===== src/hw/rtl/lpfd_pkg.sv =====
// lpfd_pkg: shared types, codes and constants of the length-prefixed frame deframer
// no dependencies; every other file of the block refers to it by scoped names

package lpfd_pkg;

    // frame layout
    localparam int unsigned POS_W        = 17;
    localparam int unsigned PREFIX_BYTES = 4;
    localparam int unsigned HEADER_BYTES = 24;
    localparam int unsigned HDR_END      = PREFIX_BYTES + HEADER_BYTES;
    localparam int unsigned HDR_W        = 8 * HEADER_BYTES;

    // input operation codes
    typedef logic [1:0] t_op;
    localparam t_op OP_DATA  = 2'd0;
    localparam t_op OP_EOS   = 2'd1;
    localparam t_op OP_CLEAR = 2'd2;

    // result types
    typedef logic [1:0] t_rtype;
    localparam t_rtype RT_HEADER  = 2'd0;
    localparam t_rtype RT_PAYLOAD = 2'd1;
    localparam t_rtype RT_ERROR   = 2'd2;
    localparam t_rtype RT_END     = 2'd3;

    // error codes
    typedef logic [2:0] t_err;
    localparam t_err ERR_NONE     = 3'd0;
    localparam t_err ERR_SHORT    = 3'd1;
    localparam t_err ERR_TOO_BIG  = 3'd2;
    localparam t_err ERR_MAGIC    = 3'd3;
    localparam t_err ERR_RESERVED = 3'd4;
    localparam t_err ERR_KIND     = 3'd5;
    localparam t_err ERR_EOF      = 3'd6;

    // configuration register indexes
    typedef logic [1:0] t_reg_idx;
    localparam t_reg_idx REG_MAX_FRAME = 2'd0;
    localparam t_reg_idx REG_MAGIC     = 2'd1;
    localparam t_reg_idx REG_KIND_MIN  = 2'd2;
    localparam t_reg_idx REG_KIND_MAX  = 2'd3;

    localparam logic [16:0] MAX_FRAME_RESET = 17'h10000;
    localparam logic [7:0]  KIND_MAX_RESET  = 8'hFF;

    // configuration register set
    typedef struct packed {
        logic [16:0] max_frame_bytes;
        logic [31:0] magic_word;
        logic [7:0]  kind_min;
        logic [7:0]  kind_max;
    } t_cfg;

    // one result item
    typedef struct packed {
        t_rtype      result_type;
        logic [15:0] major_version;
        logic [15:0] minor_version;
        logic [7:0]  message_kind;
        logic [7:0]  frame_flags;
        logic [15:0] command_code;
        logic [63:0] request_id;
        logic [15:0] frame_status;
        logic [15:0] payload_length;
        logic [7:0]  payload_byte;
        logic        last;
        t_err        error_code;
    } t_result;

endpackage


===== src/hw/rtl/lpfd_cfg_if.sv =====
// lpfd_cfg_if: configuration write channel of the frame deframer
// depends on lpfd_pkg for the register index type

interface lpfd_cfg_if;
    logic                valid;
    logic                ready;
    lpfd_pkg::t_reg_idx  index;
    logic [31:0]         data;

    modport source (output valid, output index, output data, input ready);
    modport sink   (input valid, input index, input data, output ready);
endinterface


===== src/hw/rtl/lpfd_in_if.sv =====
// lpfd_in_if: input stream channel of the frame deframer (op and byte)
// depends on lpfd_pkg for the op type

interface lpfd_in_if;
    logic           valid;
    logic           ready;
    lpfd_pkg::t_op  op;
    logic [7:0]     data_byte;

    modport source (output valid, output op, output data_byte, input ready);
    modport sink   (input valid, input op, input data_byte, output ready);
endinterface


===== src/hw/rtl/lpfd_out_if.sv =====
// lpfd_out_if: result channel of the frame deframer
// depends on lpfd_pkg for the result type and error code types

interface lpfd_out_if;
    logic                valid;
    logic                ready;
    lpfd_pkg::t_rtype    result_type;
    logic [15:0]         major_version;
    logic [15:0]         minor_version;
    logic [7:0]          message_kind;
    logic [7:0]          frame_flags;
    logic [15:0]         command_code;
    logic [63:0]         request_id;
    logic [15:0]         frame_status;
    logic [15:0]         payload_length;
    logic [7:0]          payload_byte;
    logic                last;
    lpfd_pkg::t_err      error_code;

    modport source (
        output valid, output result_type, output major_version, output minor_version,
        output message_kind, output frame_flags, output command_code, output request_id,
        output frame_status, output payload_length, output payload_byte, output last,
        output error_code, input ready
    );
    modport sink (
        input valid, input result_type, input major_version, input minor_version,
        input message_kind, input frame_flags, input command_code, input request_id,
        input frame_status, input payload_length, input payload_byte, input last,
        input error_code, output ready
    );
endinterface


===== src/hw/rtl/lpfd_cfg.sv =====
// lpfd_cfg: configuration registers of the frame deframer
// depends on lpfd_pkg for register indexes, reset values and the t_cfg struct

module lpfd_cfg (
    input  logic                i_clk,
    input  logic                i_rst_n,
    input  logic                i_wr_valid,
    input  lpfd_pkg::t_reg_idx  i_wr_index,
    input  logic [31:0]         i_wr_data,
    output logic                o_wr_ready,
    output lpfd_pkg::t_cfg      o_cfg
);

    lpfd_pkg::t_cfg r_cfg;

    // writes are always taken
    assign o_wr_ready = 1'b1;
    assign o_cfg      = r_cfg;

    // register file
    always_ff @(posedge i_clk) begin
        if (!i_rst_n) begin
            r_cfg.max_frame_bytes <= lpfd_pkg::MAX_FRAME_RESET;
            r_cfg.magic_word      <= '0;
            r_cfg.kind_min        <= '0;
            r_cfg.kind_max        <= lpfd_pkg::KIND_MAX_RESET;
        end else if (i_wr_valid) begin
            case (i_wr_index)
                lpfd_pkg::REG_MAX_FRAME: begin
                    r_cfg.max_frame_bytes <= i_wr_data[16:0];
                end
                lpfd_pkg::REG_MAGIC: begin
                    r_cfg.magic_word <= i_wr_data;
                end
                lpfd_pkg::REG_KIND_MIN: begin
                    r_cfg.kind_min <= i_wr_data[7:0];
                end
                lpfd_pkg::REG_KIND_MAX: begin
                    r_cfg.kind_max <= i_wr_data[7:0];
                end
                default: begin
                end
            endcase
        end
    end

endmodule


===== src/hw/rtl/lpfd_parse.sv =====
// lpfd_parse: input register, frame position tracking, header capture and checks
// depends on lpfd_pkg; feeds at most one result per item to lpfd_out_reg

module lpfd_parse #(
    parameter int unsigned MAX_FRAME_BYTES = 65536
) (
    input  logic                i_clk,
    input  logic                i_rst_n,
    input  logic                i_in_valid,
    output logic                o_in_ready,
    input  lpfd_pkg::t_op       i_op,
    input  logic [7:0]          i_data_byte,
    input  lpfd_pkg::t_cfg      i_cfg,
    input  logic                i_out_free,
    output logic                o_res_load,
    output lpfd_pkg::t_result   o_res
);

    localparam int unsigned POS_W = lpfd_pkg::POS_W;
    localparam int unsigned HDR_W = lpfd_pkg::HDR_W;
    localparam logic [32:0] LIMIT_PARAM     = 33'(MAX_FRAME_BYTES);
    localparam logic [32:0] PREFIX_LEN      = 33'(lpfd_pkg::PREFIX_BYTES);
    localparam logic [31:0] HEADER_LEN      = 32'(lpfd_pkg::HEADER_BYTES);
    localparam logic [POS_W-1:0] POS_PREFIX  = POS_W'(lpfd_pkg::PREFIX_BYTES);
    localparam logic [POS_W-1:0] POS_PFX_LAST = POS_W'(lpfd_pkg::PREFIX_BYTES - 1);
    localparam logic [POS_W-1:0] POS_HDR_END = POS_W'(lpfd_pkg::HDR_END);
    localparam logic [POS_W-1:0] POS_HDR_LAST = POS_W'(lpfd_pkg::HDR_END - 1);

    // input register
    logic                 r_in_valid;
    lpfd_pkg::t_op        r_op;
    logic [7:0]           r_byte;

    // frame state
    logic [POS_W-1:0]     r_pos, n_pos;
    logic [31:0]          r_decl, n_decl;
    logic [HDR_W-1:0]     r_hdr;
    lpfd_pkg::t_err       r_err, n_err;

    logic                 adv;
    logic                 hdr_shift;
    logic                 has_res;
    lpfd_pkg::t_result    res;
    logic [HDR_W-1:0]     hdr_full;
    logic [POS_W-1:0]     pos_inc;
    logic [32:0]          total;
    logic [32:0]          total_new;
    logic [31:0]          plen;
    logic [7:0]           kind;

    assign adv        = r_in_valid && i_out_free;
    assign o_in_ready = !r_in_valid || adv;
    assign o_res_load = adv && has_res;
    assign o_res      = res;

    assign hdr_full = {r_hdr[HDR_W-9:0], r_byte};
    assign pos_inc  = r_pos + POS_W'(1);
    assign total    = PREFIX_LEN + {1'b0, r_decl};
    assign plen     = r_decl - HEADER_LEN;
    assign kind     = hdr_full[127:120];

    // one pass over the held item
    always_comb begin
        n_pos     = r_pos;
        n_decl    = r_decl;
        n_err     = r_err;
        hdr_shift = 1'b0;
        has_res   = 1'b0;
        res       = '0;
        total_new = PREFIX_LEN + {1'b0, {r_decl[23:0], r_byte}};
        if (adv) begin
            case (r_op)
                lpfd_pkg::OP_CLEAR: begin
                    n_pos  = '0;
                    n_decl = '0;
                    n_err  = lpfd_pkg::ERR_NONE;
                end
                lpfd_pkg::OP_EOS: begin
                    has_res = 1'b1;
                    if (r_err != lpfd_pkg::ERR_NONE) begin
                        res.result_type = lpfd_pkg::RT_ERROR;
                        res.error_code  = r_err;
                    end else if (r_pos != '0) begin
                        res.result_type = lpfd_pkg::RT_ERROR;
                        res.error_code  = lpfd_pkg::ERR_EOF;
                    end else begin
                        res.result_type = lpfd_pkg::RT_END;
                    end
                end
                lpfd_pkg::OP_DATA: begin
                    if (r_err != lpfd_pkg::ERR_NONE) begin
                        has_res         = 1'b1;
                        res.result_type = lpfd_pkg::RT_ERROR;
                        res.error_code  = r_err;
                    end else if (r_pos < POS_PREFIX) begin
                        // length prefix, big-endian
                        n_pos  = pos_inc;
                        n_decl = (r_pos == '0) ? {24'd0, r_byte} : {r_decl[23:0], r_byte};
                        if (r_pos == POS_PFX_LAST) begin
                            if (n_decl < HEADER_LEN) begin
                                has_res         = 1'b1;
                                n_err           = lpfd_pkg::ERR_SHORT;
                                res.result_type = lpfd_pkg::RT_ERROR;
                                res.error_code  = lpfd_pkg::ERR_SHORT;
                            end else if (total_new > {16'd0, i_cfg.max_frame_bytes} ||
                                         total_new > LIMIT_PARAM) begin
                                has_res         = 1'b1;
                                n_err           = lpfd_pkg::ERR_TOO_BIG;
                                res.result_type = lpfd_pkg::RT_ERROR;
                                res.error_code  = lpfd_pkg::ERR_TOO_BIG;
                            end
                        end
                    end else if (r_pos < POS_HDR_END) begin
                        // header capture, checked on its last byte
                        n_pos     = pos_inc;
                        hdr_shift = 1'b1;
                        if (r_pos == POS_HDR_LAST) begin
                            has_res = 1'b1;
                            if (hdr_full[191:160] != i_cfg.magic_word) begin
                                n_err           = lpfd_pkg::ERR_MAGIC;
                                res.result_type = lpfd_pkg::RT_ERROR;
                                res.error_code  = lpfd_pkg::ERR_MAGIC;
                            end else if (hdr_full[15:0] != 16'd0) begin
                                n_err           = lpfd_pkg::ERR_RESERVED;
                                res.result_type = lpfd_pkg::RT_ERROR;
                                res.error_code  = lpfd_pkg::ERR_RESERVED;
                            end else if (kind < i_cfg.kind_min || kind > i_cfg.kind_max) begin
                                n_err           = lpfd_pkg::ERR_KIND;
                                res.result_type = lpfd_pkg::RT_ERROR;
                                res.error_code  = lpfd_pkg::ERR_KIND;
                            end else begin
                                res.result_type    = lpfd_pkg::RT_HEADER;
                                res.major_version  = hdr_full[159:144];
                                res.minor_version  = hdr_full[143:128];
                                res.message_kind   = kind;
                                res.frame_flags    = hdr_full[119:112];
                                res.command_code   = hdr_full[111:96];
                                res.request_id     = hdr_full[95:32];
                                res.frame_status   = hdr_full[31:16];
                                res.payload_length = plen[15:0];
                                res.last           = (r_decl == HEADER_LEN);
                                if (r_decl == HEADER_LEN) begin
                                    n_pos = '0;
                                end
                            end
                        end
                    end else begin
                        // payload byte
                        has_res          = 1'b1;
                        res.result_type  = lpfd_pkg::RT_PAYLOAD;
                        res.payload_byte = r_byte;
                        n_pos            = pos_inc;
                        if ({16'd0, pos_inc} >= total) begin
                            res.last = 1'b1;
                            n_pos    = '0;
                        end
                    end
                end
                default: begin
                end
            endcase
        end
    end

    // control state
    always_ff @(posedge i_clk) begin
        if (!i_rst_n) begin
            r_in_valid <= 1'b0;
            r_pos      <= '0;
            r_decl     <= '0;
            r_err      <= lpfd_pkg::ERR_NONE;
        end else begin
            if (o_in_ready) begin
                r_in_valid <= i_in_valid;
            end
            r_pos  <= n_pos;
            r_decl <= n_decl;
            r_err  <= n_err;
        end
    end

    // item and header bytes
    always_ff @(posedge i_clk) begin
        if (i_in_valid && o_in_ready) begin
            r_op   <= i_op;
            r_byte <= i_data_byte;
        end
        if (hdr_shift) begin
            r_hdr <= hdr_full;
        end
    end

    a_err_sticky: assert property (@(posedge i_clk) disable iff (!i_rst_n)
        (r_err != lpfd_pkg::ERR_NONE && !(adv && r_op == lpfd_pkg::OP_CLEAR))
        |=> (r_err == $past(r_err)))
        else $error("stored error changed without a clear");

    a_hdr_pos: assert property (@(posedge i_clk) disable iff (!i_rst_n)
        (o_res_load && o_res.result_type == lpfd_pkg::RT_HEADER) |-> (r_pos == POS_HDR_LAST))
        else $error("header result away from the last header byte");

    a_err_code: assert property (@(posedge i_clk) disable iff (!i_rst_n)
        (o_res_load && o_res.result_type == lpfd_pkg::RT_ERROR)
        |-> (o_res.error_code != lpfd_pkg::ERR_NONE && !o_res.last))
        else $error("error result without a code or with last set");

endmodule


===== src/hw/rtl/lpfd_out_reg.sv =====
// lpfd_out_reg: result register between the parser and the result channel
// depends on lpfd_pkg for the t_result struct

module lpfd_out_reg (
    input  logic                i_clk,
    input  logic                i_rst_n,
    input  logic                i_load,
    input  lpfd_pkg::t_result   i_res,
    input  logic                i_ready,
    output logic                o_valid,
    output logic                o_free,
    output lpfd_pkg::t_result   o_res
);

    logic              r_valid;
    lpfd_pkg::t_result r_res;

    // free when empty or being taken this cycle
    assign o_free  = !r_valid || i_ready;
    assign o_valid = r_valid;
    assign o_res   = r_res;

    always_ff @(posedge i_clk) begin
        if (!i_rst_n) begin
            r_valid <= 1'b0;
        end else if (i_load) begin
            r_valid <= 1'b1;
        end else if (i_ready) begin
            r_valid <= 1'b0;
        end
    end

    always_ff @(posedge i_clk) begin
        if (i_load) begin
            r_res <= i_res;
        end
    end

endmodule


===== src/hw/rtl/length_prefixed_frame_deframer.sv =====
// Length-prefixed frame deframer: takes one stream item (data byte, end of stream or
// clear) per clock and returns at most one result per item; the item goes from the input
// register through the parse stage into the result register. Throughput is one item per
// cycle; it is set by the single parse stage that sits between the input register and the
// result register, and it drops only while the result channel is stalled. Each frame is a
// 4-byte big-endian length followed by a 24-byte header and the payload; the header comes
// out as one result after its last byte, then one result per payload byte with last on the
// final one. Errors are sticky until a clear item. Configuration writes are taken at any
// time, but should only be made while no item is in flight.
// depends on lpfd_pkg, the three channel interfaces, lpfd_cfg, lpfd_parse, lpfd_out_reg

module length_prefixed_frame_deframer #(
    parameter int unsigned MAX_FRAME_BYTES = 65536
) (
    input  logic        i_clk,
    input  logic        i_rst_n,
    lpfd_cfg_if.sink    i_cfg,
    lpfd_in_if.sink     i_in,
    lpfd_out_if.source  o_out
);

    lpfd_pkg::t_cfg    cfg;
    lpfd_pkg::t_result parse_res;
    lpfd_pkg::t_result out_res;
    logic              res_load;
    logic              out_free;

    // configuration registers
    lpfd_cfg u_cfg (
        .i_clk      (i_clk),
        .i_rst_n    (i_rst_n),
        .i_wr_valid (i_cfg.valid),
        .i_wr_index (i_cfg.index),
        .i_wr_data  (i_cfg.data),
        .o_wr_ready (i_cfg.ready),
        .o_cfg      (cfg)
    );

    // parse stage
    lpfd_parse #(
        .MAX_FRAME_BYTES (MAX_FRAME_BYTES)
    ) u_parse (
        .i_clk       (i_clk),
        .i_rst_n     (i_rst_n),
        .i_in_valid  (i_in.valid),
        .o_in_ready  (i_in.ready),
        .i_op        (i_in.op),
        .i_data_byte (i_in.data_byte),
        .i_cfg       (cfg),
        .i_out_free  (out_free),
        .o_res_load  (res_load),
        .o_res       (parse_res)
    );

    // result register
    lpfd_out_reg u_out_reg (
        .i_clk   (i_clk),
        .i_rst_n (i_rst_n),
        .i_load  (res_load),
        .i_res   (parse_res),
        .i_ready (o_out.ready),
        .o_valid (o_out.valid),
        .o_free  (out_free),
        .o_res   (out_res)
    );

    // result channel fields
    assign o_out.result_type    = out_res.result_type;
    assign o_out.major_version  = out_res.major_version;
    assign o_out.minor_version  = out_res.minor_version;
    assign o_out.message_kind   = out_res.message_kind;
    assign o_out.frame_flags    = out_res.frame_flags;
    assign o_out.command_code   = out_res.command_code;
    assign o_out.request_id     = out_res.request_id;
    assign o_out.frame_status   = out_res.frame_status;
    assign o_out.payload_length = out_res.payload_length;
    assign o_out.payload_byte   = out_res.payload_byte;
    assign o_out.last           = out_res.last;
    assign o_out.error_code     = out_res.error_code;

endmodule

===== src/flat_wrapper.sv =====
// flat-port wrapper written by rule: the top's interface ports become plain ports
module length_prefixed_frame_deframer_flat 
#(
    parameter int unsigned MAX_FRAME_BYTES = 65536
)
  (i_clk, i_rst_n, i_cfg_valid, i_cfg_index, i_cfg_data, i_cfg_ready, i_in_valid, i_in_op, i_in_data_byte, i_in_ready, o_out_valid, o_out_result_type, o_out_major_version, o_out_minor_version, o_out_message_kind, o_out_frame_flags, o_out_command_code, o_out_request_id, o_out_frame_status, o_out_payload_length, o_out_payload_byte, o_out_last, o_out_error_code, o_out_ready);
  lpfd_cfg_if i_cfg_i ();
  lpfd_in_if i_in_i ();
  lpfd_out_if o_out_i ();
  input  logic i_clk;
  input  logic i_rst_n;
  input wire logic [$bits(i_cfg_i.valid)-1:0] i_cfg_valid;
  input wire logic [$bits(i_cfg_i.index)-1:0] i_cfg_index;
  input wire logic [$bits(i_cfg_i.data)-1:0] i_cfg_data;
  output wire logic [$bits(i_cfg_i.ready)-1:0] i_cfg_ready;
  input wire logic [$bits(i_in_i.valid)-1:0] i_in_valid;
  input wire logic [$bits(i_in_i.op)-1:0] i_in_op;
  input wire logic [$bits(i_in_i.data_byte)-1:0] i_in_data_byte;
  output wire logic [$bits(i_in_i.ready)-1:0] i_in_ready;
  output wire logic [$bits(o_out_i.valid)-1:0] o_out_valid;
  output wire logic [$bits(o_out_i.result_type)-1:0] o_out_result_type;
  output wire logic [$bits(o_out_i.major_version)-1:0] o_out_major_version;
  output wire logic [$bits(o_out_i.minor_version)-1:0] o_out_minor_version;
  output wire logic [$bits(o_out_i.message_kind)-1:0] o_out_message_kind;
  output wire logic [$bits(o_out_i.frame_flags)-1:0] o_out_frame_flags;
  output wire logic [$bits(o_out_i.command_code)-1:0] o_out_command_code;
  output wire logic [$bits(o_out_i.request_id)-1:0] o_out_request_id;
  output wire logic [$bits(o_out_i.frame_status)-1:0] o_out_frame_status;
  output wire logic [$bits(o_out_i.payload_length)-1:0] o_out_payload_length;
  output wire logic [$bits(o_out_i.payload_byte)-1:0] o_out_payload_byte;
  output wire logic [$bits(o_out_i.last)-1:0] o_out_last;
  output wire logic [$bits(o_out_i.error_code)-1:0] o_out_error_code;
  input wire logic [$bits(o_out_i.ready)-1:0] o_out_ready;
  assign i_cfg_i.valid = i_cfg_valid;
  assign i_cfg_i.index = i_cfg_index;
  assign i_cfg_i.data = i_cfg_data;
  assign i_cfg_ready = i_cfg_i.ready;
  assign i_in_i.valid = i_in_valid;
  assign i_in_i.op = i_in_op;
  assign i_in_i.data_byte = i_in_data_byte;
  assign i_in_ready = i_in_i.ready;
  assign o_out_valid = o_out_i.valid;
  assign o_out_result_type = o_out_i.result_type;
  assign o_out_major_version = o_out_i.major_version;
  assign o_out_minor_version = o_out_i.minor_version;
  assign o_out_message_kind = o_out_i.message_kind;
  assign o_out_frame_flags = o_out_i.frame_flags;
  assign o_out_command_code = o_out_i.command_code;
  assign o_out_request_id = o_out_i.request_id;
  assign o_out_frame_status = o_out_i.frame_status;
  assign o_out_payload_length = o_out_i.payload_length;
  assign o_out_payload_byte = o_out_i.payload_byte;
  assign o_out_last = o_out_i.last;
  assign o_out_error_code = o_out_i.error_code;
  assign o_out_i.ready = o_out_ready;
  length_prefixed_frame_deframer #(.MAX_FRAME_BYTES(MAX_FRAME_BYTES)) u_core (.i_clk(i_clk), .i_rst_n(i_rst_n), .i_cfg(i_cfg_i), .i_in(i_in_i), .o_out(o_out_i));
endmodule

===== config.mk =====
export PLATFORM = sky130hd
export DESIGN_NAME = length_prefixed_frame_deframer_flat
export DESIGN_NICKNAME = d
export VERILOG_FILES = /design/src/hw/rtl/lpfd_pkg.sv /design/src/hw/rtl/lpfd_cfg_if.sv /design/src/hw/rtl/lpfd_in_if.sv /design/src/hw/rtl/lpfd_out_if.sv /design/src/hw/rtl/lpfd_cfg.sv /design/src/hw/rtl/lpfd_parse.sv /design/src/hw/rtl/lpfd_out_reg.sv /design/src/hw/rtl/length_prefixed_frame_deframer.sv /design/src/flat_wrapper.sv
export SDC_FILE = /design/constraint.sdc
export NUM_CORES = 1
export LEC_CHECK = 0
export ABC_AREA = 1
export BUFFER_PORTS_ARGS = -buffer_cell sky130_fd_sc_hd__buf_2
export CAP_MARGIN = 20
export CORE_MARGIN = 5
export CORE_UTILIZATION = 45
export DETAILED_ROUTE_END_ITERATION = 8
export PLACE_DENSITY_LB_ADDON = 0.1
export SETUP_SLACK_MARGIN = 0.2
export SYNTH_ARGS = -nofsm -noshare
export SYNTH_HDL_FRONTEND = slang
export SYNTH_SLANG_ARGS = --single-unit

===== constraint.sdc =====
create_clock -name i_clk -period 22.5 [get_ports i_clk]
set_input_delay 4.5 -clock i_clk [delete_from_list [all_inputs] [get_ports i_clk]]
set_output_delay 4.5 -clock i_clk [all_outputs]
set_load 0.005 [all_outputs]

# Yosys cells after proc, flatten, opt, wreduce, memory -nomap -nowiden
# Index checks and enable logic that the tools add are counted.
[totals]
reg_bits = 487
input_bits = 49
wordCells = 158
[classes]
muxes = 75
n_addsub = 4
n_reduce_logical = 27
n_bitwise = 4
magnitude_cmp = 8
eq_ne = 16
[op_table]
columns = ["cell", "n"]
rows = [
  ["$mux 160", 3],
  ["$mux 162", 1],
  ["$mux 17", 9],
  ["$mux 32", 3],
  ["$add 3x32->33 const A", 2],
  ["$pmux 32 s2", 1],
  ["$mux 3", 18],
  ["$pmux 17 s2", 1],
  ["$ge 17x33->1", 1],
  ["$gt 33x17->1", 1],
  ["$gt 33x17->1 const B", 1],
  ["$eq 32x5->1 const B", 1],
  ["$lt 32x5->1 const B", 1],
  ["$ne 32x32->1", 1],
  ["$mux 2", 13],
  ["$mux 1", 21],
  ["$add 17x1->17 const B", 1],
  ["$eq 17x2->1 const B", 1],
  ["$eq 17x5->1 const B", 1],
  ["$logic_not 17->1", 1],
  ["$lt 17x3->1 const B", 1],
  ["$lt 17x5->1 const B", 1],
  ["$reduce_bool 17->1", 1],
  ["$reduce_bool 16->1", 1],
  ["27 further kinds", 48],
]

# Depth between registers and ports, before layout
[depth]
depth_word = 12
depth_mapped = 22
mapped_depth_nobuf = 21

# Modules after synthesis
# From an unflattened synthesis, not the netlist that was laid out.
[unflattened]
cells_unflattened = 2168
hier_area_um2 = 21553.2
[by_module_without_submodules]
columns = ["mod", "area_per_inst_um2", "instances", "cells_per_inst"]
rows = [
  ["lpfd_parse", 13585.5, 1, 1585],
  ["lpfd_out_reg", 5271.3, 1, 180],
  ["lpfd_cfg", 2696.3, 1, 403],
]

# Least setup slack after synthesis
# Ideal clock, no wire load.
[synth_timing]
path_type = "input to register"
start = "input o_out_ready"
end = "register u_core.u_parse.r_hdr[0] (enable)"
t_required_ps = 21545
arrival_time_ps = 17744
setup_slack_ps = 3801
stages = 9
path_buffers = 1
path_cell_list = "inv_1 nand2_1 nand2_1 nor2_1 inv_1 nor2_1 buf_2 inv_1 nor3_1"
[synth_between]
elab_chain_cells = 3
[synth_rtl]
columns = ["item", "line", "text"]
rows = [
  ["from (decl)", "flat_wrapper.sv:33", "input wire logic [$bits(o_out_i.ready)-1:0] o_out_ready;"],
  ["$logic_or 1x1->1", "lpfd_out_reg.sv:19", "assign o_free = !r_valid || i_ready;"],
  ["$logic_and 1x1->1", "lpfd_parse.sv:51", "assign adv = r_in_valid && i_out_free;"],
  ["$mux 1", "lpfd_parse.sv:71", "if (adv) begin"],
  ["via u_core.u_parse.hdr_shift", "lpfd_parse.sv:41", "logic hdr_shift;"],
  ["to (signal assigned)", "lpfd_parse.sv:189", "r_hdr <= hdr_full;"],
  ["to (decl)", "lpfd_parse.sv:37", "logic [HDR_W-1:0] r_hdr;"],
]
# The timed path passes the listed nets, and every way through them passes these cells.
# A chain may end at the register's enable or synchronous reset.

# Final worst setup path
[layout_timing]
start = "input o_out_ready"
end = "output i_in_ready"
[layout_between]
elab_chain_cells = 3
[layout_rtl]
columns = ["item", "line", "text"]
rows = [
  ["$logic_or 1x1->1", "lpfd_out_reg.sv:19", ""],
  ["$logic_and 1x1->1", "lpfd_parse.sv:51", ""],
  ["$logic_or 1x1->1", "lpfd_parse.sv:52", "assign o_in_ready = !r_in_valid || adv;"],
  ["to (decl)", "flat_wrapper.sv:19", "output wire logic [$bits(i_in_i.ready)-1:0] i_in_ready;"],
]
# No other way between the ends.

==> flow_summary_export.csv <==
group,metric,value,unit
worst_setup_path,critPathSlowestCell,"buf_2",
route,via_count,14800,
power,p_per_area,78.5,mW/mm²
worst_setup_path,crit_required,18.00,ns
clocking,post_cts_resize_count,0,
sta,fin_crit_sh,41.8,%
clocking,cts_tree,"done",
finish,layout_commonest_cell,"edfxtp_1",
die,ioPinCount,226,
logic_synthesis,synth_edf_count,368,
logic_synthesis,syn_nets,2193,
logic_synthesis,synth_area,0.0213,mm²
worst_setup_path,r2r_cells,17,
sta,slew_headroom,26.8,%
worst_setup_path,crit_cells,4,
sta,rsz0062_at_grt,"no",
route,wl_per_cell,18.7,µm
finish,layout_common_cells,"edfxtp_1 (368), inv_1 (330), nand2_1 (320)",
clocking,clock-sinks,487,
clocking,clk_pin_slew,0.06,ns
power,power_leakage,0.00964,µW
die,core,0.0467,mm²
logic_synthesis,yosys.area.top_type,"edfxtp_1",
placement,portBuffers,224,
die,die_area,0.0518,mm²
grt,gr-total-overflow,0,
worst_setup_path,critPathArrivalTime,4.91,ns
clocking,clk_latency,0.61,ns
finish,diodes,0,
route,drtIter0Drc,1087,
clocking,cts_setup_buffers,0,
power,vdd_ir_drop_max,0.0637,mV
logic_synthesis,async_flop_share,0,%
route,vias_per_cell,5.01,
finish,nFillCells,4220,
placement,dpl_cell_area,0.0229,mm²
logic_synthesis,yosysTopAreaCellShare,51.9,%
power,total_power,1930,µW
logic_synthesis,ys_warn_count,0,
sta,setup_violations,0,
sta,fin_ws,13.09,ns
worst_setup_path,rr_endpoint,"u_core.u_out_reg.o_res[168]$_SDFFCE_PP0P_",
worst_setup_path,start_kind,"primary input",
clocking,htree_levels,2,
logic_synthesis,synth_seq_area_share,63.1,%
logic_synthesis,synth.top_cells.by_area,"edfxtp_1 (52%), dfxtp_1 (11%), inv_1 (5.8%)",
sta,layout_min_cycle_time,9.41,ns
logic_synthesis,ys_types,51,
worst_setup_path,end_kind,"output port",
worst_setup_path,crit_family,"buffers and inverters",
worst_setup_path,r2r_setup_slack,16.78,ns
clocking,ctsLongestPathBuffers,3,
die,die_w,228,µm
worst_setup_path,cp.buffers_inverters,3,
finish,final_cell_area,0.0246,mm²
route,drt_wl_total,55.1,mm
die,placementRows,79,
finish,area_growth_syn_to_layout,15.6,%
logic_synthesis,synth-seq-cells,487,
worst_hold_path,hold_path_class,"reg2reg",
placement,hpwl,39.5,mm
clocking,cts_hold_buf,0,
placement,gp_congestion,0.894,
outcome,outcome,"finished, final reports clean",
finish,nets,2409,
grt,antenna_found_initial,0,
worst_setup_path,path_class,"in2out",
logic_synthesis,syn-instance-count,2088,
logic_synthesis,ys.flop_type,"edfxtp_1",
worst_setup_path,crit_path_end,"i_in_ready",
placement,place_ws,13.09,ns
route,drc,0,
sta,finClkSkew,0.0405,ns
sta,slew_viol_final,0,
sta,totalNegativeSetupSlack,0,ns
logic_synthesis,synth_area_per_cell,10.2,µm²
worst_setup_path,cp_max_fo,3,
grt,grt_pass1_vias,14200,
die,die_h,228,µm
worst_setup_path,reg2reg_from,"u_core.u_parse.r_decl[2]$_SDFFE_PN0P_",
route,ant_nets,0,
die,start_util,45.7,%
worst_setup_path,slowest_delay,0.15,ns
worst_setup_path,crit_chain,"buf_2 -> inv_1 -> nand3_1 -> buf_2",
finish,final_util,52.8,%
sta,worst_pin_slew,1.10,ns
grt,grt_first_pass_wirelength,83.5,mm
clocking,ctsRootBufferMaster,"clkbuf_16",
grt,grt_max_degree,110,
sta,finalHoldViolCount,0,
finish,drive_gt1_share,17.0,%
worst_setup_path,path_common_cell,"buf_2",
route,dr.pass1.iters,6,
sta,max_freq,106,MHz
worst_setup_path,worstSetupStartpoint,"o_out_ready",
grt,grt_use_total,20.9,%
job,maxCapViolations,0,
clocking,cts_buffers,50,
[through the flow]
stage,hold slack [ns],cells
after floorplan,0.417,2088
after global placement,0.428,2859
after detailed placement,0.431,2859
after CTS,0.441,2953
after global routing,0.447,2953
final,0.444,2953
[layer usage]
| metal | vias to the layer above | track usage [%] | routed length (µm) |
|---|---|---|---|
| met2 | 369 | 34.3 | 26200 |
| met5 | - | 0 | 0 |
| met3 | 87 | 3.55 | 2800 |
| li1 | 7296 | - | - |
| met1 | 7030 | 29.2 | 24800 |
| met4 | 0 | 5.54 | 1340 |
[cells in the mapped netlist, types with 2 or more instances]
master	instances
o21a_1	2
nor3_2	6
o21ai_0	101
inv_1	331
ha_1	56
buf_2	21
nor3_1	22
nand2_4	2
nand2_2	15
a211oi_1	6
nand3b_1	4
nand3_4	2
a21oi_1	141
buf_6	3
clkbuf_1	33
dfxtp_1	119
nor4_1	10
nor2_1	270
nand4_1	43
o211ai_1	2
xnor2_1	22
nand3_2	2
nor2_2	12
nand3_1	74
nor2_4	9
buf_4	13
xor2_1	36
inv_2	6
nand2_1	320
or2_2	16
o21ai_1	2
edfxtp_1	368
[state kept, by name, summed over array words and instances (netlist names)]
name / count
u_core.u_parse.r_hdr: 184
u_core.u_out_reg.o_res: 174
u_core.u_cfg.o_cfg: 65
u_core.u_parse.r_decl: 32
u_core.u_parse.r_pos: 17
u_core.u_parse.r_byte: 8
u_core.u_parse.r_err: 3
u_core.u_parse.r_op: 2
u_core.u_out_reg.o_valid: 1
u_core.u_parse.r_in_valid: 1
[where the power goes]
part           total [µW]  switching [µW]  internal (µW)  leakage [µW]
clock                 852             358            494      0.000825
combinational        88.3            56.9           31.4       0.00471
sequential            993            15.6            977       0.00410
[worst min-delay path by stage]
stage                                              startpoint                                  end  slack (ns)  cells after the start
after CTS                  u_core.u_parse.r_hdr[20]$_DFFE_PP_   u_core.u_parse.r_hdr[28]$_DFFE_PP_        0.44                      0
after detailed placement    u_core.u_parse.r_hdr[1]$_DFFE_PP_    u_core.u_parse.r_hdr[9]$_DFFE_PP_        0.43                      0
final                     u_core.u_parse.r_hdr[121]$_DFFE_PP_  u_core.u_parse.r_hdr[129]$_DFFE_PP_        0.44                      0
after global placement     u_core.u_parse.r_hdr[74]$_DFFE_PP_   u_core.u_parse.r_hdr[82]$_DFFE_PP_        0.43                      0
after global routing       u_core.u_parse.r_hdr[81]$_DFFE_PP_   u_core.u_parse.r_hdr[89]$_DFFE_PP_        0.45                      0
after floorplan             u_core.u_parse.r_hdr[2]$_DFFE_PP_   u_core.u_parse.r_hdr[10]$_DFFE_PP_        0.42                      0
[kinds of logic after synthesis]
| family | share of synthesized area [%] |
|---|---|
| AO/OA/AOI/OAI | 6.44 |
| XOR/XNOR | 2.38 |
| adder cells (fa/ha/maj) | 3.29 |
| buffers and inverters | 7.76 |
| flip-flops | 63.1 |
| other | 0.0176 |
| AND/OR/NAND/NOR | 17.0 |
[cell type report]
type,count,area (µm²),share of cell area (%)
sequential,487,13400,54.5
timing repair buffer,237,1220,4.95
inverter,338,1270,5.18
tap,607,759,3.08
clock inverter,26,339,1.38
multi-input combinational,1190,6230,25.3
clock buffer,68,1380,5.60
Power figures use the tool's default switching activity.
